--- src/rtl/ttc_emergency_brake_decider_macros.svh ---
// Assertion macros shared by the emergency brake decider RTL.
// Needs clk and rst in the scope of each use.
`ifndef TTC_EMERGENCY_BRAKE_DECIDER_MACROS_SVH
`define TTC_EMERGENCY_BRAKE_DECIDER_MACROS_SVH

// Check that cons holds in the cycle after ante.
`define TTCEB_ASSERT_NEXT(lbl, ante, cons, msg) \
  lbl: assert property (@(posedge clk) disable iff (rst) (ante) |=> (cons)) \
    else $error(msg);

// Check that cons holds in the same cycle as ante.
`define TTCEB_ASSERT_NOW(lbl, ante, cons, msg) \
  lbl: assert property (@(posedge clk) disable iff (rst) (ante) |-> (cons)) \
    else $error(msg);

`endif

--- src/rtl/ttceb_pkg.sv ---
// Shared widths, constants, register codes and word types for the
// emergency brake decider. No dependencies.
package ttceb_pkg;

  // Field widths
  localparam int DIST_W    = 16;
  localparam int SPEED_W   = 14;
  localparam int GEAR_W    = 4;
  localparam int BRAKE_W   = 8;
  localparam int CLEAR_W   = 10;
  localparam int TTC_W     = 12;
  localparam int RATE_W    = 10;
  localparam int CFG_W     = 12;
  localparam int CFG_IDX_W = 3;

  // Datapath widths
  localparam int DELTA_W = DIST_W + 1;
  localparam int APPR_W  = DELTA_W + RATE_W + 1;
  localparam int CLOSE_W = DIST_W + RATE_W;
  localparam int LHS_W   = DIST_W + 10;
  localparam int RHS_W   = TTC_W + CLOSE_W;

  // Constants
  localparam int MS_PER_S       = 1000;
  localparam int SLOW_SPEED_CMS = 10;

  localparam logic [BRAKE_W-1:0] BRAKE_DIST_RST = BRAKE_W'(20);
  localparam logic [CLEAR_W-1:0] CLEAR_DIST_RST = CLEAR_W'(100);
  localparam logic [TTC_W-1:0]   TTC_LIMIT_RST  = TTC_W'(350);
  localparam logic [RATE_W-1:0]  RATE_SCALE_RST = RATE_W'(50);
  localparam logic [GEAR_W-1:0]  REV_GEAR_RST   = GEAR_W'(2);
  localparam logic [DIST_W-1:0]  PREV_DIST_RST  = DIST_W'(80);

  // Configuration register indexes
  typedef enum logic [CFG_IDX_W-1:0] {
    REG_BRAKE_DIST = 3'd0,
    REG_CLEAR_DIST = 3'd1,
    REG_TTC_LIMIT  = 3'd2,
    REG_RATE_SCALE = 3'd3,
    REG_REV_GEAR   = 3'd4
  } ttceb_reg_t;

  typedef struct packed {
    logic [BRAKE_W-1:0] brake_dist_cm;
    logic [CLEAR_W-1:0] clear_range_cm;
    logic [TTC_W-1:0]   ttc_limit_ms;
    logic [RATE_W-1:0]  rate_scale;
    logic [GEAR_W-1:0]  reverse_gear_code;
  } ttceb_cfg_t;

  typedef struct packed {
    logic [DIST_W-1:0]  range_cm;
    logic               auto_brake_en;
    logic               brake_active;
    logic [GEAR_W-1:0]  gear_code;
    logic [SPEED_W-1:0] speed_cms;
  } ttceb_in_t;

  typedef struct packed {
    logic cmd_valid;
    logic brake_cmd;
  } ttceb_out_t;

  // Word after screening and approach-rate multiply
  typedef struct packed {
    logic                     braking;
    logic                     decided;
    logic                     action;
    logic                     le_brake;
    logic [DIST_W-1:0]        range_cm;
    logic [SPEED_W-1:0]       speed;
    logic signed [APPR_W-1:0] approach;
  } ttceb_s1_t;

  // Word after the time-to-collision products
  typedef struct packed {
    logic              braking;
    logic              decided;
    logic              action;
    logic              le_brake;
    logic [LHS_W-1:0]  lhs;
    logic [RHS_W-1:0]  rhs;
  } ttceb_s2_t;

endpackage

--- src/rtl/ttc_emergency_brake_decider.sv ---
// Channel   | handshake           | word
// ----------+---------------------+----------------------------------------
// input     | in_valid / in_ready | in_data: distance, enable, brake, gear, speed
// output    | out_valid/out_ready | out_data: cmd_valid, brake_cmd
// config    | cfg_we              | cfg_index, cfg_data (write only)
//
// One word per cycle sustained while out_ready stays high. An accepted word
// passes through three registers (screen/approach multiply, TTC multiply,
// output register) before out_valid rises. Each stage advances when the one after
// it is empty or moving, so bubbles fill while a result waits. rst is synchronous:
// config returns to defaults, the previous distance to 80 cm and all stages empty.
// Top level of the emergency brake decider. Depends on ttceb_pkg,
// ttceb_cfg, ttceb_screen and ttceb_ttc.
module ttc_emergency_brake_decider import ttceb_pkg::*; (
  input  logic                 clk,
  input  logic                 rst,
  input  logic                 cfg_we,
  input  logic [CFG_IDX_W-1:0] cfg_index,
  input  logic [CFG_W-1:0]     cfg_data,
  input  logic                 in_valid,
  output logic                 in_ready,
  input  ttceb_in_t            in_data,
  output logic                 out_valid,
  input  logic                 out_ready,
  output ttceb_out_t           out_data
);

  ttceb_cfg_t cfg;
  logic       s1_valid;
  logic       s1_ready;
  ttceb_s1_t  s1;

  // Configuration registers
  ttceb_cfg u_cfg (
    .clk       (clk),
    .rst       (rst),
    .cfg_we    (cfg_we),
    .cfg_index (cfg_index),
    .cfg_data  (cfg_data),
    .cfg       (cfg)
  );

  // Early exits and approach rate
  ttceb_screen u_screen (
    .clk      (clk),
    .rst      (rst),
    .cfg      (cfg),
    .in_valid (in_valid),
    .in_ready (in_ready),
    .in_data  (in_data),
    .s1_valid (s1_valid),
    .s1_ready (s1_ready),
    .s1       (s1)
  );

  // TTC compare and result register
  ttceb_ttc u_ttc (
    .clk       (clk),
    .rst       (rst),
    .cfg       (cfg),
    .s1_valid  (s1_valid),
    .s1_ready  (s1_ready),
    .s1        (s1),
    .out_valid (out_valid),
    .out_ready (out_ready),
    .out_data  (out_data)
  );

endmodule

--- src/rtl/ttceb_cfg.sv ---
// Configuration register file for the emergency brake decider.
// Depends on ttceb_pkg.
module ttceb_cfg import ttceb_pkg::*; (
  input  logic                 clk,
  input  logic                 rst,
  input  logic                 cfg_we,
  input  logic [CFG_IDX_W-1:0] cfg_index,
  input  logic [CFG_W-1:0]     cfg_data,
  output ttceb_cfg_t           cfg
);

  // Write the addressed register; drop writes beyond the list
  always_ff @(posedge clk) begin
    if (rst) begin
      cfg.brake_dist_cm     <= BRAKE_DIST_RST;
      cfg.clear_range_cm    <= CLEAR_DIST_RST;
      cfg.ttc_limit_ms      <= TTC_LIMIT_RST;
      cfg.rate_scale        <= RATE_SCALE_RST;
      cfg.reverse_gear_code <= REV_GEAR_RST;
    end else if (cfg_we) begin
      unique case (ttceb_reg_t'(cfg_index))
        REG_BRAKE_DIST: cfg.brake_dist_cm     <= cfg_data[BRAKE_W-1:0];
        REG_CLEAR_DIST: cfg.clear_range_cm    <= cfg_data[CLEAR_W-1:0];
        REG_TTC_LIMIT:  cfg.ttc_limit_ms      <= cfg_data[TTC_W-1:0];
        REG_RATE_SCALE: cfg.rate_scale        <= cfg_data[RATE_W-1:0];
        REG_REV_GEAR:   cfg.reverse_gear_code <= cfg_data[GEAR_W-1:0];
        default: ;
      endcase
    end
  end

endmodule

--- src/rtl/ttceb_screen.sv ---
// Front stage: previous distance, early-exit decisions and approach-rate
// multiply. Depends on ttceb_pkg and the assertion macro header.
`include "ttc_emergency_brake_decider_macros.svh"

module ttceb_screen import ttceb_pkg::*; (
  input  logic       clk,
  input  logic       rst,
  input  ttceb_cfg_t cfg,
  input  logic       in_valid,
  output logic       in_ready,
  input  ttceb_in_t  in_data,
  output logic       s1_valid,
  input  logic       s1_ready,
  output ttceb_s1_t  s1
);

  logic [DIST_W-1:0]        prev_distance;
  logic                     accept;
  logic signed [DELTA_W-1:0] delta;
  logic                     near_zero;
  logic signed [APPR_W-1:0] approach;
  logic                     dist_zero;
  logic                     le_brake;
  logic                     gt_clear;
  logic                     is_rev;
  logic                     slow;
  logic                     decided;
  logic                     action;

  assign in_ready = !s1_valid || s1_ready;
  assign accept   = in_valid && in_ready;

  // Signed distance change since the last sample
  assign delta = $signed({1'b0, prev_distance}) - $signed({1'b0, in_data.range_cm});
  assign near_zero = (delta == '0) || (delta == DELTA_W'(1)) || (delta == '1);

  // Approach rate in cm/s, zero when the change is within one
  assign approach = near_zero ? '0 :
                    APPR_W'(delta) * APPR_W'($signed({1'b0, cfg.rate_scale}));

  // Threshold compares
  assign dist_zero = (in_data.range_cm == '0);
  assign le_brake  = (in_data.range_cm <= DIST_W'(cfg.brake_dist_cm));
  assign gt_clear  = (in_data.range_cm > DIST_W'(cfg.clear_range_cm));
  assign is_rev    = (in_data.gear_code == cfg.reverse_gear_code);
  assign slow      = (in_data.speed_cms <= SPEED_W'(SLOW_SPEED_CMS));

  // Early exits, first match wins
  always_comb begin
    decided = 1'b1;
    action  = 1'b0;
    if (!in_data.auto_brake_en) begin
      action = 1'b0;
    end else if (in_data.brake_active && le_brake && !dist_zero && !is_rev) begin
      action = 1'b1;
    end else if (gt_clear || dist_zero || is_rev || slow) begin
      action = 1'b0;
    end else begin
      decided = 1'b0;
    end
  end

  // Remember the accepted distance
  always_ff @(posedge clk) begin
    if (rst) begin
      prev_distance <= PREV_DIST_RST;
    end else if (accept) begin
      prev_distance <= in_data.range_cm;
    end
  end

  // Advance the stage register
  always_ff @(posedge clk) begin
    if (rst) begin
      s1_valid <= 1'b0;
    end else if (in_ready) begin
      s1_valid <= in_valid;
    end
  end

  always_ff @(posedge clk) begin
    if (accept) begin
      s1.braking  <= in_data.brake_active;
      s1.decided  <= decided;
      s1.action   <= action;
      s1.le_brake <= le_brake;
      s1.range_cm <= in_data.range_cm;
      s1.speed    <= in_data.speed_cms;
      s1.approach <= approach;
    end
  end

  `TTCEB_ASSERT_NEXT(a_prev_tracks, accept, prev_distance == $past(in_data.range_cm), "prev lost")
  `TTCEB_ASSERT_NEXT(a_s1_hold, s1_valid && !s1_ready, s1_valid && $stable(s1), "s1 lost")

endmodule

--- src/rtl/ttceb_ttc.sv ---
// Back stages: closing speed, time-to-collision cross-multiply, final
// decision and output register. Depends on ttceb_pkg and the macro header.
`include "ttc_emergency_brake_decider_macros.svh"

module ttceb_ttc import ttceb_pkg::*; (
  input  logic       clk,
  input  logic       rst,
  input  ttceb_cfg_t cfg,
  input  logic       s1_valid,
  output logic       s1_ready,
  input  ttceb_s1_t  s1,
  output logic       out_valid,
  input  logic       out_ready,
  output ttceb_out_t out_data
);

  logic              s2_valid;
  ttceb_s2_t         s2;
  logic              out_free;
  logic [CLOSE_W-1:0] closing;
  logic [RHS_W-1:0]  rhs;
  logic [LHS_W-1:0]  lhs;
  logic              hit;
  logic              action;

  assign out_free = !out_valid || out_ready;
  assign s1_ready = !s2_valid || out_free;

  // Closing speed is the larger of approach rate and vehicle speed
  assign closing = (s1.approach > $signed(APPR_W'(s1.speed))) ?
                   s1.approach[CLOSE_W-1:0] : CLOSE_W'(s1.speed);

  // Cross-multiplied TTC compare operands
  assign rhs = RHS_W'(cfg.ttc_limit_ms) * RHS_W'(closing);
  assign lhs = LHS_W'(s1.range_cm) * LHS_W'(MS_PER_S);

  always_ff @(posedge clk) begin
    if (rst) begin
      s2_valid <= 1'b0;
    end else if (s1_ready) begin
      s2_valid <= s1_valid;
    end
  end

  always_ff @(posedge clk) begin
    if (s1_valid && s1_ready) begin
      s2.braking  <= s1.braking;
      s2.decided  <= s1.decided;
      s2.action   <= s1.action;
      s2.le_brake <= s1.le_brake;
      s2.lhs      <= lhs;
      s2.rhs      <= rhs;
    end
  end

  // Final decision
  assign hit    = (RHS_W'(s2.lhs) < s2.rhs) || s2.le_brake;
  assign action = s2.decided ? s2.action : hit;

  // Hold the result word until taken
  always_ff @(posedge clk) begin
    if (rst) begin
      out_valid <= 1'b0;
    end else if (out_free) begin
      out_valid <= s2_valid;
    end
  end

  always_ff @(posedge clk) begin
    if (s2_valid && out_free) begin
      out_data.cmd_valid <= action || s2.braking;
      out_data.brake_cmd <= action;
    end
  end

  `TTCEB_ASSERT_NOW(a_cmd_flag, out_valid && out_data.brake_cmd, out_data.cmd_valid, "no cmd")
  `TTCEB_ASSERT_NEXT(a_s2_hold, s2_valid && !out_free, s2_valid && $stable(s2), "s2 lost")

endmodule
--- config.mk ---
export PLATFORM = sky130hd
export DESIGN_NAME = ttc_emergency_brake_decider
export DESIGN_NICKNAME = d
export VERILOG_FILES = /design/src/rtl/ttceb_pkg.sv /design/src/rtl/ttc_emergency_brake_decider.sv /design/src/rtl/ttceb_cfg.sv /design/src/rtl/ttceb_screen.sv /design/src/rtl/ttceb_ttc.sv
export VERILOG_INCLUDE_DIRS = /design/src /design/src/rtl
export SDC_FILE = /design/constraint.sdc
export NUM_CORES = 2
export LEC_CHECK = 0
export ABC_AREA = 1
export BUFFER_PORTS_ARGS = -buffer_cell sky130_fd_sc_hd__buf_2
export CORE_MARGIN = 2
export CORE_UTILIZATION = 40
export CTS_CLUSTER_SIZE = 16
export DETAILED_ROUTE_END_ITERATION = 8
export PLACE_DENSITY = 0.58
export SLEW_MARGIN = 20
export SYNTH_ARGS = -nofsm -noshare
export SYNTH_HDL_FRONTEND = slang
export SYNTH_SLANG_ARGS = --single-unit
--- constraint.sdc ---
create_clock -name clk -period 8.1 [get_ports clk]
set_input_delay 0.405 -clock clk [delete_from_list [all_inputs] [get_ports clk]]
set_output_delay 0.405 -clock clk [all_outputs]
set_load 0.03 [all_outputs]
Word level (Yosys, flattened, before mapping)
Index checks and enable logic that the tools add are counted.
{ "word_totals": {"inputBits": 56, "register_bits": 192, "output_inout_bits": 4, "romBits": 0, "wordCells": 75, "ram_bits": 0, "latch_bits": 0, "mem_count": 0} }
{ "classes": {"addsub": 1, "div_mod_pow": 0, "muxes": 4, "n_bitwise": 1, "n_reduce_logical": 30, "order_cmp": 5, "n_shift": 0, "mul": 3, "eq_ne": 7} }
{ "op_table": {"columns": ["cell", "n"], "rows": [
  ["26-bit by 38-bit less-than comparator with 1-bit output", 1],
  ["12-bit by 26-bit multiplier with 38-bit output", 1],
  ["28-bit by 15-bit greater-than comparator with 1-bit output", 1],
  ["17-bit by 11-bit multiplier with 28-bit output", 1],
  ["26-bit 2-to-1 mux", 1],
  ["16-bit by 7-bit multiplier with 23-bit output, second input constant", 1],
  ["17-bit == test, second input constant", 1],
  ["17-bit by 2-bit == test with 1-bit output, second input constant", 1],
  ["17-bit zero test", 1],
  ["16-bit by 16-bit subtractor with 17-bit output", 1],
  ["16-bit by 10-bit greater-than comparator with 1-bit output", 1],
  ["16-bit by 8-bit less-or-equal comparator with 1-bit output", 1],
  ["16-bit zero test", 1],
  ["14-bit by 4-bit less-or-equal comparator with 1-bit output, second input constant", 1],
  ["1-bit logical OR", 10],
  ["2-bit AND reduction", 5],
  ["3-bit by 2-bit == test with 1-bit output, second input constant", 2],
  ["1-bit logical AND", 6],
  ["1-bit zero test", 5],
  ["4-bit == test", 1],
  ["3-bit by 1-bit == test with 1-bit output, second input constant", 1],
  ["3-bit == test, second input constant", 1],
  ["3-bit zero test", 1],
  ["1-bit 2-to-1 mux", 3],
  ["other kinds (2)", 2]
]} }

Longest topological paths before layout
{ "depth": {"word_depth": 5, "mapped_depth": 35, "mapped_depth_nobuf": 34} }

By module
Synthesis repeated with hierarchy kept, for this count alone.
{ "hier_totals": {"hier_cells": 3594, "area_unflattened_um2": 29345.6} }
{ "by_module_without_submodules": {"columns": ["module", "cells_each", "seq_area_each_um2", "area_per_inst_um2", "n_inst"], "rows": [
  ["ttceb_ttc", 1973, 2052.0, 16470.8, 1],
  ["ttceb_screen", 1370, 2202.1, 11053.1, 1],
  ["ttceb_cfg", 251, 880.8, 1821.7, 1]
]} }

Least setup slack after synthesis
OpenSTA, ideal clock, no wires.
{ "synth_path": {"path_type": "reg-to-reg", "startpoint": "reg, netlist name u_screen.s1[11]", "endpoint": "reg u_ttc.s2[35] (netlist name), data pin", "period_less_slack_ps": 6311, "path_slack_ps": 1789, "n_path_buf": 1, "path_stages_with_launch": 30, "setup_time_ps": 252, "arrival_ps": 6058, "t_required_ps": 7848, "path_cell_list": "edfxtp_1 ha_1 nand2_1 nor2_2 nand2_1 nor3_4 nand2_1 nand3_1 nand2_1 nand3_2 buf_6 nand3_1 nand2_1 nor2_1 fa_1 fa_1 fa_1 fa_1 inv_1 fa_1 inv_1 ha_1 a21oi_1 a21boi_0 a21boi_0 o21ai_0 nand3_1 nand2_1 nand2_1 nand2_1"} }
{ "synth_via": {"elab_chain_cells": 3} }
{ "synth_lines": {"columns": ["item", "line", "rtl"], "rows": [
  ["28-bit by 15-bit greater-than comparator with 1-bit output", "ttceb_ttc.sv:30", "assign closing = (s1.approach > $signed(APPR_W'(s1.speed))) ?"],
  ["26-bit 2-to-1 mux *", "ttceb_ttc.sv:30", null],
  ["12-bit by 26-bit multiplier with 38-bit output *", "ttceb_ttc.sv:34", "assign rhs = RHS_W'(cfg.ttc_limit_ms) * RHS_W'(closing);"],
  ["via u_ttc.rhs[35]", "ttceb_ttc.sv:21", "logic [RHS_W-1:0] rhs;"],
  ["end, declared", "ttceb_ttc.sv:18", "ttceb_s2_t s2;"]
]} }
Mark *: on every way through the listed nets, which the timed path passes. The rest lies on a longest branch.
A chain may end at the register's enable or synchronous reset.

Worst setup path in the final report
{ "layout_path": {"startpoint": "reg, netlist name u_screen.s1[37]", "endpoint": "reg u_ttc.s2[35] (netlist name), data pin"} }
{ "layout_via": {"elab_chain_cells": 3} }
{ "layout_lines": {"columns": ["item", "line"], "rows": [
  ["28-bit by 15-bit greater-than comparator with 1-bit output", "ttceb_ttc.sv:30"],
  ["26-bit 2-to-1 mux *", "ttceb_ttc.sv:30"],
  ["12-bit by 26-bit multiplier with 38-bit output *", "ttceb_ttc.sv:34"],
  ["via u_ttc.rhs[35]", "ttceb_ttc.sv:21"]
]} }
Marks and branches as above.

==> reports/qor.log <==
INFO  sta            clock_skew=19.9ps
INFO  logic_synthesis synth_most_common_cell=sky130_fd_sc_hd__inv_1
INFO  worst_setup_path crit_path_max_fanout=24
INFO  clock_tree     numClockSinks=192
INFO  logic_synthesis prevailing_post_synth_register_cell=sky130_fd_sc_hd__edfxtp_1
INFO  sta            timing.max_slew.rel_slack=27.9%
INFO  placed_design  dp_hpwl=61900um
INFO  finish         post_layout_nonfiller_instances=4338
INFO  clock_tree     clk_pin_slew_worst_paths=90ps
INFO  detailed_routing wl_per_cell=17.0um
INFO  finish         final_net_count=4141
INFO  finish         layout_overhead_on_the_synthesized_area=6.50%
INFO  grt            grt_util_all_layers=20.7%
INFO  placed_design  gp_congestion=0.884
INFO  finish         drive_above_1_share=6.73%
INFO  worst_setup_path timing.reg2reg.setup_slack=880ps
INFO  sta            worst_slew_pin_slew=1080ps
INFO  finish         layout.filler_cells=7212
INFO  logic_synthesis total_nets_after_synthesis=4112
INFO  worst_setup_path cp_common_cell=sky130_fd_sc_hd__nand2_1
INFO  logic_synthesis netlist_area=28600um^2
INFO  sta            timing_hold_violations_final=0
INFO  grt            grt_pass1_wl=120000um
INFO  floorplanning  core_region_area=71100um^2
INFO  clock_tree     h-tree-depth=4
INFO  logic_synthesis synth.yosys.warnings=0
INFO  grt            maximum_number_of_pins_on_one_net_before_global_route_repair=72
INFO  outcome        status=finished, final reports clean
INFO  placed_design  dp.cells=4305
INFO  sta            period_minus_slack=7220ps
INFO  sta            finalHoldWorstSlack=140ps
INFO  detailed_routing drt-pass1-iter-count=6
INFO  detailed_routing route.detailed.drc=0
INFO  floorplanning  dieHeight=271um
INFO  worst_setup_path cp_data_required_time=8340ps
INFO  sta            rsz0062_at_grt=false
INFO  logic_synthesis syn_avg_cell_area=8.54um^2
INFO  worst_setup_path setup.worst_path.end_class=flip-flop
INFO  detailed_routing vias=21.5k
INFO  sta            fmaxAchievable=138MHz
INFO  logic_synthesis synth_enable_flop_cells=129
INFO  sta            final.setup.tns=0ps
INFO  logic_synthesis dominant_cells_by_area_after_synthesis=sky130_fd_sc_hd__fa_1 (31%), sky130_fd_sc_hd__edfxtp_1 (14%), sky130_fd_sc_hd__ha_1 (12%)
INFO  floorplanning  rows=98
INFO  detailed_routing route.detailed.vias_per_inst=4.96
INFO  job            cap_violations=0
INFO  clock_tree     postCtsHoldBufs=0
INFO  worst_setup_path crit_path_max_incr_delay=540ps
INFO  floorplanning  die-area=73600um^2
INFO  clock_tree     max-clock-path-buffers=2
INFO  sta            setup_violation_total_in_the_final_timing_report=0
INFO  clock_tree     cts_inserted_buffers=17
INFO  floorplanning  die_width=271um
INFO  grt            globalRoute.totalOverflow=0
INFO  logic_synthesis synth.largest_area_cell=sky130_fd_sc_hd__fa_1
INFO  detailed_routing wirelength=73900um
INFO  grt            first_global_vias=22.4k
INFO  clock_tree     clock_tree_from_tritoncts=yes
INFO  placed_design  numPortBuffers=59
INFO  worst_setup_path setup.worst_path.start_class=flip-flop
INFO  floorplanning  top_level_ports=60
INFO  logic_synthesis seq_area_frac_synth=18.0%
INFO  sta            timing.final.max_slew_violations=0
INFO  clock_tree     clk_latency=480ps
INFO  worst_setup_path critical_path_class=flip-flop to flip-flop
INFO  grt            initial_antenna_violation_count=4
INFO  logic_synthesis synth_instances=3345
INFO  worst_setup_path critical_path_arrival=7470ps
INFO  detailed_routing drtAntennaViolNets=0
INFO  detailed_routing first_iter_violations=1486
INFO  logic_synthesis ys_top_cells_by_count=sky130_fd_sc_hd__inv_1 (727), sky130_fd_sc_hd__nand2_1 (508), sky130_fd_sc_hd__fa_1 (448)
INFO  clock_tree     cts-root-buf=sky130_fd_sc_hd__clkbuf_16
INFO  clock_tree     post_cts.repair.setup_buffers=0
INFO  logic_synthesis ys_async_sr_fraction=0%
INFO  logic_synthesis synth.top_cell.area_share=31.4%
INFO  floorplanning  starting_density_of_the_core=40.2%
INFO  logic_synthesis post_synth_num_cell_types=53
INFO  worst_setup_path slowest_library_cell_on_the_worst_path=sky130_fd_sc_hd__fa_1
INFO  worst_hold_path hold_class=primary input to flip-flop
INFO  clock_tree     cts-resized-gates=0
INFO  sta            finalCritPeriodShare=89.2%
INFO  logic_synthesis synth_seq_cells=192
[cell usage in the layout, fill, tap and decap left out, drive strengths merged, types with 9 or more instances in the layout]
master / n
inv: 751
nand2: 555
fa: 448
nor2: 369
ha: 263
nand3: 200
a21oi: 171
edfxtp: 129
o21ai: 107
buf: 80
dfxtp: 63
xor2: 46
xnor2: 34
nand4: 25
nor3: 22
clkbuf: 18
o211ai: 16
clkinv: 13
o21bai: 11
a21o: 11
nor4: 9
[state kept, by name, indices dropped and copies added (netlist names)]
name,count
u_ttc.s2_valid,1
u_screen.s1,62
u_ttc.s2,65
u_cfg.cfg,44
u_screen.prev_distance,16
u_ttc.out_valid,1
u_ttc.out_data,2
u_screen.s1_valid,1
[worst max-delay path: cells and delay by family, from the launching register on]
kind / cells / cell delay (ps)
adders and majority gates: 7 / 3220
and+or+nand+nor: 12 / 1720
AOI/OAI and AO/OA: 6 / 1430
DFF: 1 / 360
buffers and inverters: 3 / 220
[cell type report]
type | count | area (um^2) | share of cell area (%)
Multi-Input combinational cell | 2331 | 20300 | 66.6
Sequential cell | 192 | 5130 | 16.9
Inverter | 752 | 2830 | 9.29
Tap cell | 950 | 1190 | 3.91
Timing Repair Buffer | 80 | 453 | 1.49
Clock buffer | 18 | 429 | 1.41
Clock inverter | 14 | 124 | 0.407
Antenna cell | 1 | 2.50 | 0.00822
[path summary, 6_finish.rpt]
kind	startpoint	to	depth (start not counted)
worst max register to register	u_screen.s1[37]	u_ttc.s2[35]	28
worst min-delay path	in_data[18]	u_screen.s1[61]	1
worst max-delay path	u_screen.s1[37]	u_ttc.s2[35]	28
worst min register to register	u_screen.s1[61]	u_ttc.s2[67]	0
[kinds of logic (layout without fill, tap and decap cells)]
group / count (synthesis) / count (layout) / synth area share, %
buffers and inverters: 822 / 864 / 11.1
AOI/OAI and AO/OA: 347 / 347 / 6.78
other: 0 / 1 / 0
xor gates and xnor gates: 80 / 80 / 2.45
and+or+nand+nor: 1193 / 1193 / 18.8
adders and majority gates: 711 / 711 / 42.9
DFF: 192 / 192 / 18.0
[routing by layer]
layer | wire length (um) | vias up | global-route usage [%]
li1 | - | 10400 | -
met2 | 34900 | 475 | 34.6
met1 | 33100 | 10500 | 27.6
met4 | 1970 | 4 | 6.36
met5 | 27 | - | 0
met3 | 3850 | 111 | 3.42
[stage by stage]
step / instance area (um^2) / utilization [%] / setup WS (ps)
after global routing: 30400 / 42.8 / 297
after detailed placement: 29900 / 42.0 / 871
after CTS: 30400 / 42.8 / 883
after global placement: 29900 / 42.0 / 1000
final: 30400 / 42.8 / 876
after floorplan: 28600 / - / 1790
Power is left out: the tool's default activity adds up to more than one toggle a clock period on the data nets, which glitch-free logic cannot reach.
